===== config.mk =====
export PLATFORM = sky130hd
export DESIGN_NAME = mte_ram
export DESIGN_NICKNAME = d
export VERILOG_FILES = /design/src/rtl/core/mte_ram.sv
export SDC_FILE = /design/constraint.sdc
export NUM_CORES = 2
export LEC_CHECK = 0
export BUFFER_PORTS_ARGS = -buffer_cell sky130_fd_sc_hd__buf_2
export CAP_MARGIN = 20
export CORE_MARGIN = 2
export CORE_UTILIZATION = 57
export DETAILED_ROUTE_END_ITERATION = 12
export HOLD_SLACK_MARGIN = 0.06
export PLACE_DENSITY = 0.77
export SLEW_MARGIN = 20
export SYNTH_ARGS = -nofsm -noshare
export SYNTH_HDL_FRONTEND = slang
export SYNTH_SLANG_ARGS = --single-unit

===== constraint.sdc =====
create_clock -name clk -period 2.2 [get_ports clk]
set_clock_uncertainty 0.05 [all_clocks]
set_input_delay 0.11 -clock clk [delete_from_list [all_inputs] [get_ports clk]]
set_output_delay 0.11 -clock clk [all_outputs]
set_load 0.02 [all_outputs]

===== src/rtl/core/mte_ram.sv =====
// generic simple dual-port ram with registered read
module mte_ram #(
  parameter int WIDTH = 16,
  parameter int DEPTH = 256
) (
  input  logic                     clk,
  input  logic                     we,
  input  logic [$clog2(DEPTH)-1:0] waddr,
  input  logic [WIDTH-1:0]         wdata,
  input  logic [$clog2(DEPTH)-1:0] raddr,
  output logic [WIDTH-1:0]         rdata
);

  logic [WIDTH-1:0] mem_r [DEPTH];
  logic [WIDTH-1:0] rdata_r;

  always_ff @(posedge clk) begin
    if (we) begin
      mem_r[waddr] <= wdata;
    end
    rdata_r <= mem_r[raddr];
  end

  assign rdata = rdata_r;

endmodule


==> impl_metrics.ini <==
[timing]
relSlewSlack = 0.447
rsz0062_at_grt = true
min_period_ps = 2710
timing.final.crit_share = 1.23
report.final.hold_viol_count = 0
worst_slack_ps = -513
totalNegativeSetupSlack_ps = -4700
tightest_slew_ps = 821
max_freq_mhz = 369
drv_slew = 0
setup-violations-final = 16

[grt]
gr-total-overflow = 0
met3_usage = 0.0665
grt_use_total = 0.308
antenna_found_initial = 20
first_global_vias = 84900
grt_max_degree = 100
grt_pass1_wl_um = 625000
use_met2 = 0.485
gr-max-usage-layer = met2
met1_usage = 0.409

[power]
p_leak_nw = 60.5
powerDensity_nw_per_um2 = 868
intPower_mw = 127
peakVddDrop_mv = 0.697
swShare = 0.216
pwr-share-clk = 0.406
combPwrFrac = 0.060
pwr-share-seq = 0.534
p_switching_mw = 35.0

[critical_path]
crit_type = flop to flop
r2r_start = mem_r[57][10]
critPathMaxFanout = 1
setup.worst_path.end_class = flop
startpoint = mem_r[57][10]
start_kind = flop
required_ps = 2930
critical_path_arrival_ps = 3440

[synth]
synth_area_um2 = 159000
yosysTopAreaCell = edfxtp_1
synth_fa_ha_area_frac = 0
synth_top_family_by_area = multiplexers
synth-seq-cells = 4112
synth_cells = 7360
netlist.area_leader.share = 0.775
ys_top_cells_by_area = edfxtp_1, mux4_2, mux2i_1, o221ai_1, nor2_1
yosys.area_share.simple = 0.0157
yosysSeqAreaShare = 0.777
synthMuxAreaShare = 0.155
yosysWarnings = 0
synth_compound_area_frac = 0.0354
synth.distinct_cells = 52
avgSynthCellArea_um2 = 21.6
syn_nets = 7394
synthXorXnorAreaFrac = 0

[finish]
nFillCells = 16300
mostFrequentLayoutCell = edfxtp_1
finalNetCount = 8420
final_cell_mix = edfxtp_1, mux4_2, buf_4
syn2layout_area_growth_pct = 17.5
drive_above_1_share = 0.301

[place]
place.gp.congestion = 0.946
io_buffer_count = 49
pre_cts_slack_ps = -1480
dp_hpwl_um = 260000

[drt]
wire_per_inst_um = 35.3
vias = 85000
wirelength_um = 439000
drcViolationCount = 0
via_per_inst = 6.84
postRouteAntennaNets = 0
first_pass_iters = 7
drt_iter0_drc = 13700

[clock_network]
clockRootBuffer = clkbuf_16
clk_transition_reported_paths_ps = 60
cts_tree = done
clock-sinks = 4112
cts_buffer_depth = 4
h-tree-depth = 5
cts_made_buffers = 391
clock_insertion_delay_worst_skew_ps = 950

[floorplan]
start_util = 0.574
die_height_um = 532
ios = 50
rows = 193
dieArea_um2 = 283000
core_um2 = 277000
die_w_um = 532

[min_path]
worstHoldStart = waddr[5]
hold_path_class = primary input to flop

[job]
cap_violations = 0

[status]
outcome = finished with violations
violations = setup timing
-- flip-flops by register name, indices dropped and copies added, names as in the netlist --
signal	flops
rdata	16
mem_r	4096
-- through the flow --
stage / util / power, mW / instances / hold slack [ps] / instance area (um2)
2_1_floorplan: - / 92.4 / 7360 / 159 / 159000
3_3_place_gp: 0.625 / 96.9 / 11700 / 389 / 173000
3_5_place_dp: 0.625 / 97.1 / 11700 / 397 / 173000
4_1_cts: 0.673 / 162 / 12400 / 60.9 / 186000
5_1_grt: 0.674 / 165 / 12400 / 146 / 186000
6_report: 0.674 / 162 / 12400 / 128 / 186000
-- per-layer routing --
metal	wire length [um]	vias up	part of all wire
met2	209000	6491	0.48
met3	54100	1199	0.12
met4	26800	4	0.061
met1	149000	43900	0.34
met5	26	-	0.000059
li1	-	33400	-
-- cells by family after synthesis --
group           count (synthesis)
simple gates                  556
mux                          1450
compound gates                786
flops                        4112
buf+inv                       456
-- cell type report --
type	instances	area, um2	share of cell area
inverter	4	27.5	0.000148
multi-input combinational	2792	33700	0.181
antenna	15	37.5	0.000201
clock inverter	225	2110	0.0113
timing repair buffer	1085	12400	0.0666
clock buffer	481	10200	0.0550
tap	3705	4640	0.0249
sequential	4112	123000	0.661
-- worst paths after layout --
| path | slack, ps | end | depth (start not counted) |
|---|---|---|---|
| max reg2reg | -510 | rdata[10] | 6 |
| max | -510 | rdata[10] | 6 |
| min | 130 | mem_r[251][0] | 5 |
| min reg2reg | 1000 | rdata[8] | 6 |
-- critical path: stages (launching register included) --
cell and delay, ps:
edfxtp_1 380, mux4_2 520, mux4_2 540, a22o_4 330, o32ai_4 480, buf_6 180, nor4_2 40
-- synth_stat cells (all sizes together) --
library cell / n
or2: 5
or4b: 1
o31ai: 16
a211oi: 18
o21ai: 38
inv: 4
edfxtp: 4096
buf: 222
clkbuf: 230
dfxtp: 16
and4: 2
a21o: 2
or3: 2
nand4b: 3
nor3b: 1
mux2i: 565
a22oi: 43
nor4: 18
nor3: 92
nand3: 35
a221oi: 28
a22o: 32
nand3b: 1
and3: 11
a2111oi: 6
o22ai: 148
o32ai: 21
o221ai: 253
a21oi: 175
mux2: 88
a31oi: 6
or3b: 1
nand4: 26
nand2: 38
nand2b: 3
nor2b: 9
and2: 2
nor2: 304
mux4: 797
nor4bb: 2
-- power by group through the flow --
stage                     Clock (mW)  Combinational [mW]  Sequential [mW]
after floorplan                    0                4.26             88.1
after global placement             0                8.75             88.1
after detailed placement           0                8.97             88.1
after CTS                       66.2                9.41             86.5
after global routing            68.9                9.86             86.4
final                           65.8                9.66             86.5
-- what timing repair did --
action	4_1_cts	5_1_grt
pin swaps	27	23
setup endpoints to repair	16	1219
gates resized for setup	125	49
buffers inserted	0	1
endpoints found under the hold margin	4879	0
hold buffers	35	0
Power figures use the tool's default switching activity.
