File: src/rtl/core/mte_divider.sv
// radix-2 serial divider, one quotient bit per cycle, for num <= den
module mte_divider #(
  parameter int NUM_W  = 16,
  parameter int DEN_W  = 24,
  parameter int FRAC_W = 16
) (
  input  logic              clk,
  input  logic              rst_n,
  input  logic              start,
  input  logic [NUM_W-1:0]  num,
  input  logic [DEN_W-1:0]  den,
  output logic              done,
  output logic [FRAC_W:0]   quot
);

  localparam int SW = $clog2(FRAC_W + 1);
  localparam logic [FRAC_W:0] Q_ONE = {1'b1, {FRAC_W{1'b0}}};

  logic [DEN_W:0]   rem_r, rem_nxt;
  logic [DEN_W-1:0] den_r, den_nxt;
  logic [FRAC_W:0]  quot_r, quot_nxt;
  logic [SW-1:0]    step_r, step_nxt;
  logic             busy_r, busy_nxt;
  logic             done_r, done_nxt;
  logic [DEN_W:0]   trial;
  logic             ge;

  always_comb begin
    rem_nxt  = rem_r;
    den_nxt  = den_r;
    quot_nxt = quot_r;
    step_nxt = step_r;
    busy_nxt = busy_r;
    done_nxt = 1'b0;
    trial    = (step_r == '0) ? rem_r : {rem_r[DEN_W-1:0], 1'b0};
    ge       = trial >= {1'b0, den_r};
    if (start) begin
      rem_nxt  = (DEN_W + 1)'(num);
      den_nxt  = den;
      quot_nxt = '0;
      step_nxt = '0;
      busy_nxt = 1'b1;
    end else if (busy_r) begin
      rem_nxt  = ge ? (trial - {1'b0, den_r}) : trial;
      quot_nxt = {quot_r[FRAC_W-1:0], ge};
      step_nxt = step_r + 1'b1;
      if (step_r == SW'(FRAC_W)) begin
        busy_nxt = 1'b0;
        done_nxt = 1'b1;
      end
    end
  end

  always_ff @(posedge clk) begin
    if (!rst_n) begin
      busy_r <= 1'b0;
      done_r <= 1'b0;
      step_r <= '0;
    end else begin
      busy_r <= busy_nxt;
      done_r <= done_nxt;
      step_r <= step_nxt;
    end
    rem_r  <= rem_nxt;
    den_r  <= den_nxt;
    quot_r <= quot_nxt;
  end

  assign done = done_r;
  assign quot = quot_r;

  a_no_restart: assert property (@(posedge clk) disable iff (!rst_n) start |-> !busy_r)
    else $error("divider restarted while busy");
  a_den_nonzero: assert property (@(posedge clk) disable iff (!rst_n) start |-> den != '0)
    else $error("divider started with zero divisor");
  a_rem_bound: assert property (@(posedge clk) disable iff (!rst_n)
    done_r |-> rem_r < {1'b0, den_r})
    else $error("divider remainder not below divisor");
  a_quot_bound: assert property (@(posedge clk) disable iff (!rst_n) done_r |-> quot_r <= Q_ONE)
    else $error("divider quotient above one");

endmodule

File: config.mk
export PLATFORM = sky130hd
export DESIGN_NAME = mte_divider
export DESIGN_NICKNAME = d
export VERILOG_FILES = /design/src/rtl/core/mte_divider.sv
export SDC_FILE = /design/constraint.sdc
export NUM_CORES = 1
export LEC_CHECK = 0
export ABC_AREA = 0
export BUFFER_PORTS_ARGS = -buffer_cell sky130_fd_sc_hd__buf_2
export CORE_ASPECT_RATIO = 0.6
export CORE_MARGIN = 4
export CORE_UTILIZATION = 40
export CTS_BUF_LIST = sky130_fd_sc_hd__clkbuf_16
export CTS_CLUSTER_DIAMETER = 150
export DETAILED_ROUTE_END_ITERATION = 10
export GPL_TIMING_DRIVEN = 0
export PLACE_DENSITY = 0.64
export SLEW_MARGIN = 5
export SYNTH_ARGS = -nofsm -noshare
export SYNTH_HDL_FRONTEND = slang
export SYNTH_SLANG_ARGS = --single-unit
export TNS_END_PERCENT = 30
File: constraint.sdc
create_clock -name clk -period 4.7 [get_ports clk]
set_input_delay 0.47 -clock clk [delete_from_list [all_inputs] [get_ports clk]]
set_output_delay 0.47 -clock clk [all_outputs]
set_load 0.05 [all_outputs]
==> impl_metrics.ini, run 1 <==
[global_routing]
grt_usage = 0.184
antenna_found_initial = 0
grt_pass1_vias = 3733
grt_overflow = 0
grt_max_degree = 26
grt_pass1_wl_um = 20000

[clocking]
clk_pin_slew_worst_paths_ps = 70
cts_tree = yes
clk_path_buf_depth = 2
cts_root_buffer = clkbuf_16
postCtsHoldBufs = 0
numCtsBuffers = 9
cts_sinks = 73
htree_levels = 3
clock_latency_ps = 340

[setup_path]
critPathMaxFanout = 10
crit_slowest_cell = a211o_1
setup.worst_path.start_class = flip-flop
critPathRequiredTime_ps = 4890
cp-end-kind = flip-flop
worstSetupPathType = reg2reg
path_buf_inv = 5
cpMostUsedCell = clkbuf_4
cp_cell_sequence = inv_1, ha_1, nor4b_2, clkbuf_4, clkbuf_4, mux2_2, ha_1, buf_2, nand2_1, nor3_1, a31oi_1, o21ai_2, a211o_1, nor2_4, clkbuf_4, a21oi_1, a21oi_1
rrSetupSlack_ps = 210
crit_arrival_ps = 4680
max_stage_delay_ps = 400
cpLargestDelayFamily = buffers and inverters

[floorplan]
ios = 61
die_area_sq_mm = 0.0138
die_h_um = 92.6
initial_utilization = 0.415
die_x_um = 149
core-area_sq_mm = 0.0115
num_rows = 30

[routing]
routedWlPerCell_um = 17.3
dr.pass1.iters = 5
vias = 3959
drt_first_iter_violations = 291
ant_nets = 0
routed_wl_um = 12500
via_per_inst = 5.45
post-route-drc-count = 0

[finish]
fillCellCount = 1111
final_core_util = 0.487
finalNetCount = 631
final_area_sq_mm = 0.00560
n_antenna_cell = 0
instances_no_fill = 726
layout-drive-gt1-share = 0.251
multi_input_area_sq_mm = 0.00264
layout.area.seq_sq_mm = 0.00186
area_delta_synth_final_pct = 17.3

[synthesis]
synth_top_area_frac = 0.252
synth_fp_nets = 556
async_flop_share = 0
synth_area_sq_mm = 0.00477
synth_edf_count = 40
synthFlopType = edfxtp_1
yosysTopAreaCell = edfxtp_1
synth_area_leaders = edfxtp_1 (25%), dfxtp_1 (14%), ha_1 (6.8%), mux2i_1 (6.3%), mux2_2 (6.1%)
syn_area_per_cell_sq_um = 9.81
yosys_warnings = 0
synth_cells = 486
yosysSeqAreaShare = 0.390
ys_types = 65
ys_seq_elements = 73

[power]
cellLeakagePower_nw = 2.44
powerDensity_mw_per_mm2 = 377
ir_worst_vdd_v = 0.000164
total_power_mw = 2.11

[sta]
tns_ps = 0
layout_min_cycle_time_ps = 4490
slew_violations = 0
fin_worst_skew_ps = 8.00
fin_hold_ws_ps = 296
finalHoldViolCount = 0
finalCritPeriodShare = 0.956
clock.fmax_mhz = 223
finalSetupViolCount = 0
finalWorstSetupSlack_ps = 209
worst_slew_pin_slew_ps = 835
maxSlewHeadroom = 0.443

[placement]
dp_hpwl_um = 9360
io_buffers = 60
dp_slack_ps = 10.2
place_area_sq_mm = 0.00527
gp_congestion = 0.932
place_inst = 706

[run]
cap_violations = 0

[status]
status = complete, no violations

[min_path]
hold_class = in2reg
==> state kept, by name (all words and copies together) (netlist names) <==
| signal | cells |
|---|---|
| step_r | 5 |
| rem_r | 25 |
| done | 1 |
| quot | 17 |
| den_r | 24 |
| busy_r | 1 |
==> per-layer routing <==
metal | share of wire | track usage | vias up
met5 | 0 | 0 | -
li1 | - | - | 1914
met3 | 0.065 | 0.0421 | 14
met2 | 0.38 | 0.244 | 134
met4 | 0.0088 | 0.0404 | 0
met1 | 0.55 | 0.296 | 1897
==> what timing repair did <==
item | 4_1_cts | 5_1_grt
setup endpoints to repair | 5 | 14
pin swaps | 0 | 1
buffers inserted | 0 | 4
endpoints found under the hold margin | 0 | 0
resized for setup | 1 | 3
==> worst paths after layout <==
| kind | start | to | cells past startpoint |
|---|---|---|---|
| setup / recovery | step_r[0] | rem_r[12] | 17 |
| hold / removal | den[6] | den_r[6] | 1 |
| setup reg to reg | step_r[0] | rem_r[12] | 17 |
| hold reg to reg | quot[0] | quot[0] | 2 |
==> synth_stat cells, types with 10 or more instances <==
master,n
nor2_1,40
nand2_1,24
inv_1,39
nor3_1,10
ha_1,26
xnor2_1,10
mux2i_1,30
edfxtp_1,40
a21oi_1,32
mux2_2,26
o21ai_0,12
xor2_1,13
a21o_1,15
dfxtp_1,33
==> layout by cell type (no fill, tap or decap), types with 10 or more instances in the layout <==
| cell type | netlist | routed |
|---|---|---|
| buf_2 | 8 | 67 |
| nor2_1 | 40 | 40 |
| edfxtp_1 | 40 | 40 |
| inv_1 | 39 | 39 |
| dfxtp_1 | 33 | 33 |
| a21oi_1 | 32 | 32 |
| mux2i_1 | 30 | 30 |
| mux2_2 | 26 | 26 |
| ha_1 | 26 | 26 |
| nand2_1 | 24 | 24 |
| a21o_1 | 15 | 15 |
| xor2_1 | 13 | 13 |
| o21ai_0 | 12 | 12 |
| nor3_1 | 10 | 10 |
| xnor2_1 | 10 | 10 |
==> layout make-up <==
type                    instances  area share
clock buffers                   9      0.0403
multi-input cells             351       0.472
clock inverters                 7      0.0105
well taps                     160      0.0358
inverters                      39      0.0262
plain buffers                  23      0.0237
repair buffers                 64      0.0590
flip-flops and latches         73       0.333
==> kinds of logic after synthesis <==
logic type,synth area share
simple gates,0.145
fa+ha+maj,0.0724
flops,0.390
buf+inv,0.0572
mux,0.124
compound gates,0.168
xor+xnor,0.0422
==> where the power goes <==
| part | internal [mW] | switching [mW] | total (mW) | leakage, nW |
|---|---|---|---|---|
| Clock | 0.368 | 0.299 | 0.667 | 0.145 |
| Sequential | 0.730 | 0.0236 | 0.753 | 0.663 |
| Combinational | 0.285 | 0.401 | 0.686 | 1.64 |
(Power assumes the default switching activity.)
==> run 2, diff against run 1 <==
--- a/config.mk
+++ b/config.mk
@@ -8,7 +8,6 @@
 export ABC_AREA = 0
 export BUFFER_PORTS_ARGS = -buffer_cell sky130_fd_sc_hd__buf_2
 export CORE_ASPECT_RATIO = 0.6
-export CORE_MARGIN = 4
 export CORE_UTILIZATION = 40
 export CTS_BUF_LIST = sky130_fd_sc_hd__clkbuf_16
 export CTS_CLUSTER_DIAMETER = 150
==> run 2 against run 1 <==
  * Clock-buffer cell count did not move
  * Highest routed layer unchanged
  * Non-clock buffer count fell by 4
  * Worst hold slack better by 5.2 ps
  * Clock power fell by 0.7%
  * Register-to-register slack about the same
  * Critical path type unchanged
  * Sequential share of layout area up 0.19 points
  * Combinational power down 1%
  * Critical endpoint is now rem_r[14]
  * Final cell count fell by 0.55%
  * First-iteration DRC count rose by 28%
  * Routed wire length fell by 3.2%
  * Global-route usage is 2.6 points higher
==> impl_metrics.ini, run 2 (synthesis gave the netlist of run 1 again) <==
[status]
status = complete, no violations

[finish]
layout-drive-gt1-share = 0.247
layout.area.seq_sq_mm = 0.00186
finalNetCount = 627
largest_reg_flops = 25
final_core_util = 0.486
final_common_cell = buf_2
n_antenna_cell = 0
area_delta_synth_final_pct = 16.7
final_area_sq_mm = 0.00556
instances_no_fill = 722
top_register = rem_r
final_cell_mix = buf_2 (67), nor2_1 (40), edfxtp_1 (40), inv_1 (39), dfxtp_1 (33)
fillCellCount = 1122
multi_input_area_sq_mm = 0.00264

[sta]
finalHoldViolCount = 0
tns_ps = 0
finalWorstSetupSlack_ps = 217
maxSlewHeadroom = 0.455
finalSetupViolCount = 0
layout_min_cycle_time_ps = 4480
worst_slew_pin_slew_ps = 818
fin_worst_skew_ps = 7.76
fin_hold_ws_ps = 301
rsz0062_at_grt = false
finalCritPeriodShare = 0.954
clock.fmax_mhz = 223
slew_violations = 0

[power]
p_int_mw = 1.38
clkPwrFrac = 0.316
total_power_mw = 2.09
ir_worst_vdd_v = 0.000198
power_frac_comb = 0.323
p_switching_uw = 715
cellLeakagePower_nw = 2.42
switching_share = 0.342
powerDensity_mw_per_mm2 = 376
p_seq_frac = 0.360

[clocking]
htree_levels = 3
cts_root_buffer = clkbuf_16
cts_tree = yes
clk_pin_slew_worst_paths_ps = 70
clock_latency_ps = 340
cts_setup_buffers = 0
numCtsBuffers = 9
cts_sinks = 73
clk_path_buf_depth = 2

[setup_path]
r2r_cells = 17
critical_path.endpoint = rem_r[14]
critPathMaxFanout = 10
r2r-start = step_r[0]
cp-startpoint = step_r[0]
critPathRequiredTime_ps = 4750
worstSetupPathType = reg2reg
rrSetupSlack_ps = 220
cp-end-kind = flip-flop
reg2reg_to = rem_r[14]
setup.worst_path.start_class = flip-flop
crit_arrival_ps = 4540

[global_routing]
grt_overflow = 0
grt_max_degree = 26
grt_pass1_wl_um = 19300
grt_usage = 0.210
grt_pass1_vias = 3662
antenna_found_initial = 0

[placement]
place_inst = 706
dp_hpwl_um = 9070
place_area_sq_mm = 0.00527
dp_slack_ps = 36.1
gp_congestion = 0.891
io_buffers = 60

[min_path]
hold_class = in2reg

[routing]
routed_wl_um = 12100
drt_first_iter_violations = 373
via_per_inst = 5.40
vias = 3898
post-route-drc-count = 0
routedWlPerCell_um = 16.8
dr.pass1.iters = 5
ant_nets = 0

[run]
cap_violations = 0

[floorplan]
die_h_um = 86.6
die_x_um = 143
ios = 61
core-area_sq_mm = 0.0114
initial_utilization = 0.417
die_area_sq_mm = 0.0124
num_rows = 30
## run 2: cell count changes in the layout (fill, tap and decap cells not counted)
cell,change
buf_4,-4
clkbuf_2,+1
inv_4,-1
clkbuf_4,-1
a211o_2,+1
inv_8,-1
inv_6,+2
a211o_1,-1
## run 2: cell type report
type / count / share of cell area
multi-input combinational: 351 / 0.475
timing repair buffer: 60 / 0.0540
buffer: 23 / 0.0234
clock inverter: 7 / 0.0106
sequential: 73 / 0.335
inverter: 39 / 0.0263
clock buffer: 9 / 0.0405
tap: 160 / 0.0360
## run 2: critical path, cell delays in order (launching register included)
cell,delay (ps)
dfxtp_1,350
inv_1,70
ha_1,170
nor4b_2,290
buf_2,360
clkbuf_4,350
mux2_2,380
ha_1,270
buf_2,180
nand2_1,130
nor3_1,80
a31oi_1,210
o21ai_2,100
a211oi_4,600
nand2_8,180
buf_8,210
o21ai_1,130
mux2i_1,100
## run 2: power by group through the flow
stage | Clock (mW) | Combinational, mW | Sequential [mW]
3_5_place_dp | 0 | 0.660 | 0.767
4_1_cts | 0.680 | 0.665 | 0.753
2_1_floorplan | 0 | 0.509 | 0.761
5_1_grt | 0.704 | 0.741 | 0.760
6_report | 0.662 | 0.677 | 0.754
3_3_place_gp | 0 | 0.653 | 0.765
## run 2: worst min-delay path by stage
| stage | start | endpoint | depth (start not counted) |
|---|---|---|---|
| floorplan | rem_r[16] | rem_r[16] | 2 |
| global placement | quot[16] | quot[16] | 2 |
| detailed placement | quot[16] | quot[16] | 2 |
| CTS | den[8] | den_r[8] | 1 |
| global route | den[15] | den_r[15] | 1 |
| finish | den[8] | den_r[8] | 1 |
## run 2: routing by layer
layer | wire (um) | track usage
met5 | 0 | 0
met4 | 144 | 0.0616
met3 | 868 | 0.0508
met2 | 4630 | 0.277
met1 | 6480 | 0.329
## run 2: what timing repair did
action | 4_1_cts | 5_1_grt
resized for setup | 0 | 4
hold buffers | 0 | 0
hold endpoints to repair | 0 | 0
setup endpoints to repair | 0 | 24
==> run 3, diff against run 2 <==
--- a/config.mk
+++ b/config.mk
@@ -6,7 +6,7 @@
 export NUM_CORES = 1
 export LEC_CHECK = 0
 export ABC_AREA = 0
-export BUFFER_PORTS_ARGS = -buffer_cell sky130_fd_sc_hd__buf_2
+export BUFFER_PORTS_ARGS = -buffer_cell sky130_fd_sc_hd__clkbuf_2
 export CORE_ASPECT_RATIO = 0.6
 export CORE_UTILIZATION = 40
 export CTS_BUF_LIST = sky130_fd_sc_hd__clkbuf_16
==> run 3 against run 2 <==
  * Clock skew decreased by 1.6 ps
  * Sequential power hardly changed
  * Flip-flop and latch count did not move
  * Routed wire length about the same
  * Maximum frequency rose by 0.98%
  * Combinational power hardly changed
  * First-iteration DRC count decreased by 23%
  * Register-to-register slack better by 40 ps
  * Setup slack improved by 43 ps
  * Utilization hardly changed
  * Global-route usage decreased by 0.20 points
  * Via count rose by 0.77%
  * Critical endpoint is now rem_r[9]
  * Highest routed layer unchanged
==> impl_metrics.ini, run 3 (synthesis gave the netlist of run 1 again) <==
[run]
cap_violations = 0

[routing]
met3WireLength_um = 723
routedWlPerCell_um = 16.8
highest_layer = met4
via_per_inst = 5.44
routed_wl_um = 12100
wl_met2_um = 4810
post-route-drc-count = 0
dr.pass1.iters = 4
vias = 3928
wl_met1_um = 6480
ant_nets = 0
drt_first_iter_violations = 288

[floorplan]
ios = 61
die_h_um = 86.6
core-area_sq_mm = 0.0114
die_area_sq_mm = 0.0124
die_x_um = 143
initial_utilization = 0.417
num_rows = 30

[power]
cellLeakagePower_nw = 2.42
power_frac_comb = 0.323
switching_share = 0.342
powerDensity_mw_per_mm2 = 376
clkPwrFrac = 0.317
ir_worst_vdd_v = 0.000222
p_seq_frac = 0.360
p_switching_uw = 716
p_int_mw = 1.38

[global_routing]
grt_overflow = 0
grt_pass1_vias = 3635
antenna_found_initial = 0
grt_pass1_wl_um = 19400
grt_usage = 0.208
grt_max_degree = 26

[sta]
finalCritPeriodShare = 0.945
rsz0062_at_grt = false
worst_slew_pin_slew_ps = 828
clock.fmax_mhz = 225
slew_violations = 0
fin_worst_skew_ps = 6.15
maxSlewHeadroom = 0.448
finalSetupViolCount = 0
finalHoldViolCount = 0
layout_min_cycle_time_ps = 4440

[finish]
layout-drive-gt1-share = 0.246
final_cell_mix = clkbuf_2 (60), nor2_1 (40), edfxtp_1 (40), inv_1 (39), dfxtp_1 (33)
instances_no_fill = 722
n_antenna_cell = 0
largest_reg_flops = 25
final_core_util = 0.486
finalNetCount = 627
top_register = rem_r
area_delta_synth_final_pct = 16.7
final_common_cell = clkbuf_2

[clocking]
clk_path_buf_depth = 2
clk_pin_slew_worst_paths_ps = 60
cts_tree = yes
htree_levels = 3
cts_sinks = 73
cts_root_buffer = clkbuf_16
numCtsBuffers = 9
clock_latency_ps = 340

[placement]
dp_hpwl_um = 9100
io_buffers = 60
place_inst = 706
gp_congestion = 0.886

[min_path]
holdPathStages = 1
hold_class = in2reg

[setup_path]
worstSetupPathType = reg2reg
critPathRequiredTime_ps = 4770
r2r_cells = 17
crit_arrival_ps = 4510
setup.worst_path.start_class = flip-flop
critPathMaxFanout = 10
cp-end-kind = flip-flop

[status]
status = complete, no violations
run 3: cell types whose count changed in the layout (fill, tap and decap cells not counted), sizes merged:
| cell | previous run | this run |
|---|---|---|
| clkbuf | 21 | 81 |
| inv | 45 | 46 |
| clkinv | 1 | 0 |
| buf | 71 | 11 |
run 3: what timing repair did:
action | 4_1_cts | 5_1_grt
hold endpoints to repair | 0 | 0
endpoints found under the setup margin | 5 | 15
hold buffers | 0 | 0
buffers inserted | 0 | 0
resized for setup | 1 | 3
run 3: metrics by stage:
| stage | setup TNS (ps) | worst slack [ps] | area [sq um] | total power [mW] | hold WS (ps) |
|---|---|---|---|---|---|
| 2_1_floorplan | 0 | 1050 | 4770 | 1.27 | 468 |
| 3_3_place_gp | 0 | 122 | 5270 | 1.42 | 473 |
| 3_5_place_dp | -49.0 | -21.6 | 5270 | 1.42 | 492 |
| 4_1_cts | 0 | 185 | 5550 | 2.09 | 294 |
| 5_1_grt | 0 | 38.4 | 5560 | 2.19 | 291 |
| 6_report | 0 | 260 | 5560 | 2.09 | 296 |
run 3: final cells by class:
type,instances,area (sq um)
flip-flops and latches,73,1860
clock buffers,9,225
inverters,39,146
clock inverters,7,56.3
fillers,1092,5890
repair buffers,60,300
plain buffers,23,133
well taps,160,200
multi-input cells,351,2640
run 3: path summary, 6_finish.rpt:
kind	from	endpoint	slack, ps
hold / removal	den[15]	den_r[15]	300
setup reg to reg	step_r[0]	rem_r[9]	260
setup / recovery	step_r[0]	rem_r[9]	260
hold reg to reg	quot[16]	quot[16]	500
run 3: power by group through the flow:
stage	sequential (mW)	clock [mW]	combinational [mW]
4_1_cts	0.754	0.674	0.663
6_report	0.754	0.664	0.676
3_3_place_gp	0.765	0	0.651
3_5_place_dp	0.767	0	0.658
2_1_floorplan	0.761	0	0.509
5_1_grt	0.761	0.699	0.734
run 3: critical path: stages (launching register included):
cell and delay [ps]:
dfxtp_1 350, inv_1 70, ha_1 170, nor4b_2 330, clkbuf_4 330, clkbuf_4 310, mux2_2 380, ha_1 270
buf_2 200, nand2_1 130, nor3_1 240, a31oi_1 130, o21ai_2 190, a211o_1 360, nor2_4 140, clkbuf_4 250
a21oi_1 230, o21ai_1 80
run 3: per-layer routing:
layer  up-vias  track usage
met5         -            0
met4         0       0.0557
met3         8       0.0442
met2       137        0.288
met1      1880        0.320
li1       1903            -
